**src/sv/ipcs_pkg.sv**
```systemverilog
// ipcs_pkg: shared types and constants for the inductance pulse capture sequencer
// holds the payload structs, event and phase codes, register indexes and reset values
// no dependencies
package ipcs_pkg;

  // field widths
  localparam int unsigned CmdW   = 4;
  localparam int unsigned PinsW  = 3;
  localparam int unsigned CodeW  = 12;
  localparam int unsigned PhaseW = 3;
  localparam int unsigned ClassW = 2;
  localparam int unsigned StatW  = 3;
  localparam int unsigned PfW    = 2;
  localparam int unsigned QcW    = 14;
  localparam int unsigned PwW    = 6;
  localparam int unsigned SpW    = 4;
  localparam int unsigned ToW    = 8;
  localparam int unsigned MsW    = 8;

  // capture depth default
  localparam int unsigned CaptureSamplesDef = 256;

  // event codes
  localparam logic [CmdW-1:0] CMD_START    = 4'd0;
  localparam logic [CmdW-1:0] CMD_MIDPULSE = 4'd1;
  localparam logic [CmdW-1:0] CMD_UPDATE   = 4'd2;
  localparam logic [CmdW-1:0] CMD_HALF     = 4'd3;
  localparam logic [CmdW-1:0] CMD_COMPLETE = 4'd4;
  localparam logic [CmdW-1:0] CMD_ERROR    = 4'd5;
  localparam logic [CmdW-1:0] CMD_OVERCUR  = 4'd6;
  localparam logic [CmdW-1:0] CMD_TICK     = 4'd7;
  localparam logic [CmdW-1:0] CMD_SAMPLE   = 4'd8;
  localparam logic [CmdW-1:0] CMD_SERVICE  = 4'd9;

  // phase codes
  localparam logic [PhaseW-1:0] PH_IDLE     = 3'd0;
  localparam logic [PhaseW-1:0] PH_RISE     = 3'd1;
  localparam logic [PhaseW-1:0] PH_DECAY    = 3'd2;
  localparam logic [PhaseW-1:0] PH_COMPLETE = 3'd3;
  localparam logic [PhaseW-1:0] PH_FAULT    = 3'd4;

  // sample classes
  localparam logic [ClassW-1:0] CLS_RISE    = 2'd0;
  localparam logic [ClassW-1:0] CLS_DECAY   = 2'd1;
  localparam logic [ClassW-1:0] CLS_INVALID = 2'd2;

  // service outcomes
  localparam logic [StatW-1:0] STAT_NONE    = 3'd0;
  localparam logic [StatW-1:0] STAT_OK      = 3'd1;
  localparam logic [StatW-1:0] STAT_OVERCUR = 3'd2;
  localparam logic [StatW-1:0] STAT_TIMING  = 3'd3;
  localparam logic [StatW-1:0] STAT_OVERRUN = 3'd4;

  // pin fault codes
  localparam logic [PfW-1:0] PF_NONE      = 2'd0;
  localparam logic [PfW-1:0] PF_PRECHARGE = 2'd1;
  localparam logic [PfW-1:0] PF_MIDPULSE  = 2'd2;
  localparam logic [PfW-1:0] PF_FREEWHEEL = 2'd3;

  // expected gate readbacks
  localparam logic [PinsW-1:0] PINS_FREEWHEEL = 3'd6;
  localparam logic [PinsW-1:0] PINS_PULSE     = 3'd5;

  // register map
  localparam int unsigned AddrW = 5;
  localparam int unsigned IdxW  = 3;
  localparam logic [IdxW-1:0] REG_OFFSET = 3'd0;
  localparam logic [IdxW-1:0] REG_LIMIT  = 3'd1;
  localparam logic [IdxW-1:0] REG_PW     = 3'd2;
  localparam logic [IdxW-1:0] REG_SP     = 3'd3;
  localparam logic [IdxW-1:0] REG_TO     = 3'd4;

  // register reset values
  localparam logic [QcW-1:0] OFFSET_RST = 14'd8190;
  localparam logic [QcW-1:0] LIMIT_RST  = 14'd400;
  localparam logic [PwW-1:0] PW_RST     = 6'd60;
  localparam logic [SpW-1:0] SP_RST     = 4'd2;
  localparam logic [ToW-1:0] TO_RST     = 8'd5;

  // start guard: offset plus limit must stay below this
  localparam logic [QcW:0] QC_SUM_MAX = 15'd16380;

  // extreme codes
  localparam logic [CodeW-1:0] CODE_MAX = 12'd4095;
  localparam logic [MsW-1:0]   MS_SAT   = 8'd255;

  typedef struct packed {
    logic [CmdW-1:0]  command;
    logic [PinsW-1:0] gate_pins;
    logic [CodeW-1:0] adc_sample;
  } ipcs_in_t;

  typedef struct packed {
    logic [PhaseW-1:0] phase;
    logic [ClassW-1:0] sample_class;
    logic [StatW-1:0]  status;
    logic [PfW-1:0]    pin_fault_code;
    logic [CodeW-1:0]  min_code;
    logic [CodeW-1:0]  max_code;
    logic              result_ready;
  } ipcs_out_t;

endpackage

```
**src/sv/inductance_pulse_capture_sequencer.sv**
```systemverilog
// Inductance pulse capture sequencer. Every transaction on the input channel is one event
// (start, mid-pulse, pulse end, half capture, capture end, capture error, overcurrent,
// millisecond tick, ADC sample, service) and produces exactly one result transaction. The
// event is applied to the sequencer state in the cycle it is accepted and its result is
// registered into the result register, or into the skid register while it is held; one
// event can be taken every clock cycle while input ready is high. A two-entry output buffer
// (result register plus skid register) lets the input keep accepting while a result waits;
// input ready drops only when both entries are full. The critical path is the sample
// time-stamp product (count times sample period) and its compare against the pulse width.
// Registers are written through the APB-style port and should be changed only while no
// event is outstanding. Depends on ipcs_pkg.
module inductance_pulse_capture_sequencer
  import ipcs_pkg::*;
#(
  parameter int unsigned CAPTURE_SAMPLES = CaptureSamplesDef
) (
  input  logic                clk_i,
  input  logic                rst_ni,
  // event channel
  input  logic                in_valid_i,
  output logic                in_ready_o,
  input  ipcs_in_t            in_data_i,
  // result channel
  output logic                out_valid_o,
  input  logic                out_ready_i,
  output ipcs_out_t           out_data_o,
  // configuration port
  input  logic                psel,
  input  logic                penable,
  input  logic                pwrite,
  input  logic [AddrW-1:0]    paddr,
  input  logic [31:0]         pwdata,
  output logic [31:0]         prdata,
  output logic                pready
);

  localparam int unsigned CntW = $clog2(CAPTURE_SAMPLES + 1);
  localparam int unsigned TW   = CntW + SpW;
  localparam logic [CntW-1:0] CntMax = CntW'(CAPTURE_SAMPLES);

  // configuration registers
  logic [QcW-1:0] offset_q, limit_q;
  logic [PwW-1:0] pw_q;
  logic [SpW-1:0] sp_q;
  logic [ToW-1:0] to_q;

  // sequencer state
  logic [PhaseW-1:0] phase_q, phase_d;
  logic [PfW-1:0]    pin_fault_q, pin_fault_d;
  logic              overrun_q, overrun_d;
  logic              overcur_q, overcur_d;
  logic              sample_over_q, sample_over_d;
  logic [CntW-1:0]   count_q, count_d;
  logic [MsW-1:0]    elapsed_q, elapsed_d;
  logic [CodeW-1:0]  min_q, min_d, max_q, max_d;

  // output buffer
  logic      out_valid_q, skid_valid_q;
  ipcs_out_t out_q, skid_q;
  ipcs_out_t res;

  logic push, pop;
  logic [IdxW-1:0] widx;
  logic            cfg_wr;

  // apb register access
  assign pready = 1'b1;
  assign widx   = paddr[AddrW-1:2];
  assign cfg_wr = psel && penable && pwrite;

  always_ff @(posedge clk_i or negedge rst_ni) begin
    if (!rst_ni) begin
      offset_q <= OFFSET_RST;
      limit_q  <= LIMIT_RST;
      pw_q     <= PW_RST;
      sp_q     <= SP_RST;
      to_q     <= TO_RST;
    end else if (cfg_wr) begin
      case (widx)
        REG_OFFSET: offset_q <= pwdata[QcW-1:0];
        REG_LIMIT:  limit_q  <= pwdata[QcW-1:0];
        REG_PW:     pw_q     <= pwdata[PwW-1:0];
        REG_SP:     sp_q     <= pwdata[SpW-1:0];
        REG_TO:     to_q     <= pwdata[ToW-1:0];
        default: ;
      endcase
    end
  end

  always_comb begin
    case (widx)
      REG_OFFSET: prdata = {{(32-QcW){1'b0}}, offset_q};
      REG_LIMIT:  prdata = {{(32-QcW){1'b0}}, limit_q};
      REG_PW:     prdata = {{(32-PwW){1'b0}}, pw_q};
      REG_SP:     prdata = {{(32-SpW){1'b0}}, sp_q};
      REG_TO:     prdata = {{(32-ToW){1'b0}}, to_q};
      default:    prdata = 32'd0;
    endcase
  end

  // handshake
  assign in_ready_o  = !skid_valid_q;
  assign push        = in_valid_i && in_ready_o;
  assign pop         = out_valid_q && out_ready_i;
  assign out_valid_o = out_valid_q;
  assign out_data_o  = out_q;

  // event decode and state update
  logic            running, limits_ok, timed_out, oc;
  logic [CntW-1:0] cnt_inc;
  logic [TW-1:0]   t_stamp;
  logic [QcW-1:0]  q_code, dev;
  logic [QcW:0]    qc_sum;
  logic [PhaseW-1:0] svc_phase;

  assign running   = (phase_q == PH_RISE) || (phase_q == PH_DECAY);
  assign qc_sum    = {1'b0, offset_q} + {1'b0, limit_q};
  assign limits_ok = (offset_q > limit_q) && (qc_sum < QC_SUM_MAX);
  assign cnt_inc   = count_q + CntW'(1);
  assign t_stamp   = TW'(cnt_inc) * TW'(sp_q);
  assign q_code    = {in_data_i.adc_sample, 2'b00};
  assign dev       = (q_code >= offset_q) ? (q_code - offset_q) : (offset_q - q_code);
  assign timed_out = running && (elapsed_q > to_q);
  assign svc_phase = timed_out ? PH_FAULT : phase_q;
  assign oc        = overcur_q || ((svc_phase == PH_COMPLETE) && sample_over_q);

  always_comb begin
    phase_d       = phase_q;
    pin_fault_d   = pin_fault_q;
    overrun_d     = overrun_q;
    overcur_d     = overcur_q;
    sample_over_d = sample_over_q;
    count_d       = count_q;
    elapsed_d     = elapsed_q;
    min_d         = min_q;
    max_d         = max_q;
    res.sample_class = CLS_INVALID;
    res.status       = STAT_NONE;
    res.result_ready = 1'b0;

    case (in_data_i.command)
      CMD_START: begin
        if (phase_q == PH_IDLE && limits_ok) begin
          overrun_d     = 1'b0;
          overcur_d     = 1'b0;
          sample_over_d = 1'b0;
          count_d       = '0;
          elapsed_d     = '0;
          min_d         = CODE_MAX;
          max_d         = '0;
          if (in_data_i.gate_pins != PINS_FREEWHEEL) begin
            pin_fault_d = PF_PRECHARGE;
          end else begin
            pin_fault_d = PF_NONE;
            phase_d     = PH_RISE;
          end
        end
      end
      CMD_MIDPULSE: begin
        if (phase_q == PH_RISE && in_data_i.gate_pins != PINS_PULSE) begin
          pin_fault_d = PF_MIDPULSE;
          phase_d     = PH_FAULT;
        end
      end
      CMD_UPDATE: begin
        if (phase_q == PH_RISE) phase_d = PH_DECAY;
      end
      CMD_HALF: begin
        if (phase_q == PH_DECAY && in_data_i.gate_pins != PINS_FREEWHEEL) begin
          pin_fault_d = PF_FREEWHEEL;
          phase_d     = PH_FAULT;
        end
      end
      CMD_COMPLETE: begin
        if (phase_q == PH_DECAY) begin
          phase_d = PH_COMPLETE;
        end else begin
          overrun_d = 1'b1;
          phase_d   = PH_FAULT;
        end
      end
      CMD_ERROR: begin
        overrun_d = 1'b1;
        phase_d   = PH_FAULT;
      end
      CMD_OVERCUR: begin
        if (running) begin
          overcur_d = 1'b1;
          phase_d   = PH_FAULT;
        end
      end
      CMD_TICK: begin
        if (running && elapsed_q != MS_SAT) elapsed_d = elapsed_q + MsW'(1);
      end
      CMD_SAMPLE: begin
        if (running && count_q < CntMax) begin
          count_d = cnt_inc;
          // time stamp against pulse width; the boundary sample is invalid
          if (t_stamp < TW'(pw_q)) begin
            res.sample_class = CLS_RISE;
          end else if (t_stamp > TW'(pw_q)) begin
            res.sample_class = CLS_DECAY;
          end else begin
            res.sample_class = CLS_INVALID;
          end
          if (in_data_i.adc_sample < min_q) min_d = in_data_i.adc_sample;
          if (in_data_i.adc_sample > max_q) max_d = in_data_i.adc_sample;
          if (dev > limit_q) sample_over_d = 1'b1;
        end
      end
      CMD_SERVICE: begin
        phase_d = svc_phase;
        if (svc_phase == PH_COMPLETE || svc_phase == PH_FAULT) begin
          if (svc_phase == PH_COMPLETE && !oc) begin
            res.status = STAT_OK;
          end else if (oc) begin
            res.status = STAT_OVERCUR;
          end else if (pin_fault_q != PF_NONE) begin
            res.status = STAT_TIMING;
          end else begin
            res.status = STAT_OVERRUN;
          end
          res.result_ready = 1'b1;
          phase_d          = PH_IDLE;
        end
      end
      default: ;
    endcase

    res.phase          = phase_d;
    res.pin_fault_code = pin_fault_d;
    res.min_code       = min_d;
    res.max_code       = max_d;
  end

  // state registers
  always_ff @(posedge clk_i or negedge rst_ni) begin
    if (!rst_ni) begin
      phase_q       <= PH_IDLE;
      pin_fault_q   <= PF_NONE;
      overrun_q     <= 1'b0;
      overcur_q     <= 1'b0;
      sample_over_q <= 1'b0;
      count_q       <= '0;
      elapsed_q     <= '0;
      min_q         <= CODE_MAX;
      max_q         <= '0;
    end else if (push) begin
      phase_q       <= phase_d;
      pin_fault_q   <= pin_fault_d;
      overrun_q     <= overrun_d;
      overcur_q     <= overcur_d;
      sample_over_q <= sample_over_d;
      count_q       <= count_d;
      elapsed_q     <= elapsed_d;
      min_q         <= min_d;
      max_q         <= max_d;
    end
  end

  // output buffer valid flags
  always_ff @(posedge clk_i or negedge rst_ni) begin
    if (!rst_ni) begin
      out_valid_q  <= 1'b0;
      skid_valid_q <= 1'b0;
    end else if (push) begin
      if (!out_valid_q || pop) begin
        out_valid_q <= 1'b1;
      end else begin
        skid_valid_q <= 1'b1;
      end
    end else if (pop) begin
      if (skid_valid_q) begin
        skid_valid_q <= 1'b0;
      end else begin
        out_valid_q <= 1'b0;
      end
    end
  end

  // output buffer payload
  always_ff @(posedge clk_i) begin
    if (push) begin
      if (!out_valid_q || pop) begin
        out_q <= res;
      end else begin
        skid_q <= res;
      end
    end else if (pop && skid_valid_q) begin
      out_q <= skid_q;
    end
  end

`ifndef SYNTHESIS
  // skid entry is only used behind a held result
  assert property (@(posedge clk_i) disable iff (!rst_ni) skid_valid_q |-> out_valid_q)
    else $error("skid entry valid while result register empty");

  // an outcome carries a status and only an outcome does
  assert property (@(posedge clk_i) disable iff (!rst_ni)
    out_valid_q |-> ((out_q.status != STAT_NONE) == out_q.result_ready))
    else $error("status and result_ready disagree");

  // a finalized outcome leaves the sequencer idle
  assert property (@(posedge clk_i) disable iff (!rst_ni)
    (out_valid_q && out_q.result_ready) |-> (out_q.phase == PH_IDLE))
    else $error("outcome reported outside idle");

  // an accepted event into an empty buffer shows up next cycle
  assert property (@(posedge clk_i) disable iff (!rst_ni)
    (push && !out_valid_q) |=> out_valid_q)
    else $error("accepted transaction lost");

  // extremes stay ordered once a sample is stored
  assert property (@(posedge clk_i) disable iff (!rst_ni)
    (count_q != '0) |-> (min_q <= max_q))
    else $error("min above max after stored sample");
`endif

endmodule
```
**config.mk**
```make
export PLATFORM = sky130hd
export DESIGN_NAME = inductance_pulse_capture_sequencer
export DESIGN_NICKNAME = d
export VERILOG_FILES = /design/src/sv/ipcs_pkg.sv /design/src/sv/inductance_pulse_capture_sequencer.sv
export SDC_FILE = /design/constraint.sdc
export NUM_CORES = 1
export LEC_CHECK = 0
export ABC_AREA = 1
export BUFFER_PORTS_ARGS = -buffer_cell sky130_fd_sc_hd__buf_2
export CAP_MARGIN = 10
export CORE_MARGIN = 2
export CORE_UTILIZATION = 55
export CTS_CLUSTER_DIAMETER = 120
export DETAILED_ROUTE_END_ITERATION = 7
export GPL_TIMING_DRIVEN = 0
export PLACE_DENSITY = 0.86
export SLEW_MARGIN = 10
export SYNTH_ARGS = -nofsm -noshare
export SYNTH_HDL_FRONTEND = slang
export SYNTH_SLANG_ARGS = --single-unit
```
**constraint.sdc**
```tcl
create_clock -name clk_i -period 5.15 [get_ports clk_i]
set_clock_uncertainty 0.05 [all_clocks]
set_input_delay 1.03 -clock clk_i [delete_from_list [all_inputs] [get_ports clk_i]]
set_output_delay 1.03 -clock clk_i [all_outputs]
set_load 0.005 [all_outputs]
```
==> metrics.txt <==
outcome finished, final reports clean; final worst slack 416 ps; Net Switching 1.45 mW; Hold Path End min_q[4]; Worst EP arrival 5010 ps; worst-skew pair later-pin latency 440 ps; first-pass GRT wire length 54600 um; GRT met1 Usage 36.1%; pre-CTS setup slack 78.8 ps; worst r2r path cells 21; initial core utilization 56.3%; drt total wl 33400 um; Slew @ Worst Pin 740 ps; Post-Synthesis Cells 1691; GRT Overall Usage 28.0%; final-report hold violation count 0; Hold Crit Start min_q[4]; Synth Flop Type edfxtp_1; Row Count 55; M3 GR Usage 5.15%; PortBufs 93; DR vias/cell 5.56; CP Data Required Time 5420 ps; min cycle time layout 4730 ps; Flop pwr share 38.0%; area of the die 0.0245 mm^2; number of distinct library cells after synthesis 56; initial antenna violation count 0; met2 GRT Util 47.2%; total CTS buffers 17; Area Overhead vs Synth 12.0%; setup TNS 0 ps; crit end category flip-flop; top post-synthesis cells by count nand2_1, inv_1, ha_1, o21ai_0, nor2_1; top-count cell post-synth nand2_1; clk buf depth 2; Inst Count DP 2088; sequential area share after synthesis 35.6%; max frequency 211 MHz; R2R setup slack 530 ps; worst-path fanout max 10; Final nets 2021; Slew headroom 50.1%; RSZ-0062 raised after global routing false; critical path type in -> reg; Core ar. 0.0227 mm^2; crit path launch in_data_i[1]; fin cells 2120; Clk pwr share 32.4%; CP max stage delay 360 ps; critical path's slowest cell ha_1; Residual DRC 0; post_cts resized 0; Mapped Area 0.0128 mm^2; Power Density 285 mW/mm^2; Max Cap Viol 0; Hold Crit Class reg -> reg; yosys warns 0; drt pass-1 iters 7; vias in the first global route 11200; Power Internal 2.63 mW; Chip Width 156 um; # diodes 0; r2r startpoint count_q[0]; CTS tree built; cell taking the most area after synthesis edfxtp_1; share of the synthesized area in the top cell type 16.5%; gpl congestion 0.959; busiest grt layer met2; async set-reset flop share out of synthesis 57.8%; CTS clock-pin slew for the worst setup and hold paths 70 ps; grt total ovfl 0; initial drt markers 965; pin count of the biggest net entering global routing 50; Ports 133; Min-Delay Path Depth 2; layout cell share with drive strength beyond 1 13.6%; Die Y 156 um; hold_buf cts 0; Switching Fraction 35.5%; post-DP HPWL 25400 um; CTS H-tree lvls 4; power share of the combinational group 29.6%; Synth area leaders edfxtp_1, nand2_1, dfrtp_1; mean post-synth cell area 7.56 um^2; Hold WS 431 ps; Crit path top cell by count nand2_1; Clock Tree Root clkbuf_16; flops & latches, synth 166; Pwr Total 4.08 mW; Routed WL per cell 15.7 um; Post-synth EDFFs 70; CTS Sinks 166; Routed Antenna Nets 0; reg2reg end out_data_o[30]; Final period util 91.9%; P_leak 7.32 nW; Post-CTS Setup Inserts 0; Setup-failing EPs final 0; CP startpoint kind input pin; Slew Limit Fails 0; vias 11800; Max IR drop VDD 0.221 mV
-- layout make-up --
cell class / instances / area, um^2
Buffer: 57 / 329
Tap cell: 285 / 357
Clock buffer: 17 / 425
Fill cell: 1950 / 8400
Clock inverter: 15 / 164
Inverter: 280 / 1050
Multi-Input combinational cell: 1205 / 6920
Timing Repair Buffer: 95 / 515
Sequential cell: 166 / 4550
-- per-stage QoR --
step	utilization (%)	area (um^2)
3_3_place_gp	60.2	13700
2_1_floorplan	-	12800
4_1_cts	63.0	14300
3_5_place_dp	60.4	13700
6_report	63.0	14300
5_1_grt	63.0	14300
-- registers in the layout (all words and copies together) (netlist names), 4 cells and up --
signal      cells
limit_q        14
sp_q            4
max_q          12
min_q          12
offset_q       14
out_data_o     35
elapsed_q       8
count_q         9
pw_q            6
to_q            8
skid_q         35
-- how the worst max path moves through the flow --
| stage | endpoint | slack, ps | cells past startpoint |
|---|---|---|---|
| 3_5_place_dp | sample_over_q | 80 | 29 |
| 3_3_place_gp | sample_over_q | 110 | 29 |
| 6_report | sample_over_q | 420 | 29 |
| 4_1_cts | sample_over_q | 520 | 29 |
| 5_1_grt | sample_over_q | 10 | 29 |
| 2_1_floorplan | sample_over_q | 1040 | 28 |
-- layer usage --
layer  vias to the layer above  part of all wire, %
met4                         0                  3.0
met2                       530                   48
met5                         -                    0
li1                       5704                    -
met3                        85                  7.9
met1                      5469                   41
-- power groups by stage --
stage | clock (mW) | combinational, mW | sequential [mW]
finish | 1.32 | 1.21 | 1.55
global route | 1.38 | 1.37 | 1.56
CTS | 1.32 | 1.18 | 1.54
detailed placement | 0 | 1.17 | 1.57
global placement | 0 | 1.13 | 1.56
floorplan | 0 | 0.864 | 1.54
-- logic make-up after synthesis --
kind of cell	Yosys count	synth area share, %
and+or+nand+nor	742	25.0
adders and majority gates	136	14.2
xor gates and xnor gates	33	2.26
AOI/OAI and AO/OA	275	12.1
DFF	166	35.6
other	2	0.0588
buffers and inverters	337	10.8
-- worst max-delay path: cells and delay by family --
kind	cells	cell delay, ps
compound gates	7	1220
xor+xnor	1	130
fa+ha+maj	2	650
buf+inv	6	810
simple gates	13	1140
-- cell usage in the layout, fill, tap and decap left out, types with 4 or more instances in the layout --
cell type,n
nand4_1,17
nor2_4,4
conb_1,19
a21oi_1,83
o21ai_1,14
o22ai_1,9
o211ai_1,7
dfrtp_1,62
clkinv_1,5
a211oi_1,5
ha_1,121
and2_1,11
nor3_1,14
buf_4,26
nor2_1,98
nand2_1,454
clkbuf_1,23
buf_2,100
inv_6,5
inv_2,11
xnor2_1,8
o21ai_0,116
nand2_2,24
a221oi_1,7
inv_1,267
o21bai_1,9
xor2_1,25
nor2_2,5
a31oi_1,6
edfxtp_1,70
nand3_1,96
dfstp_2,34
fa_1,15
clkbuf_16,17
No activity file was read; power rests on OpenSTA's default activity.
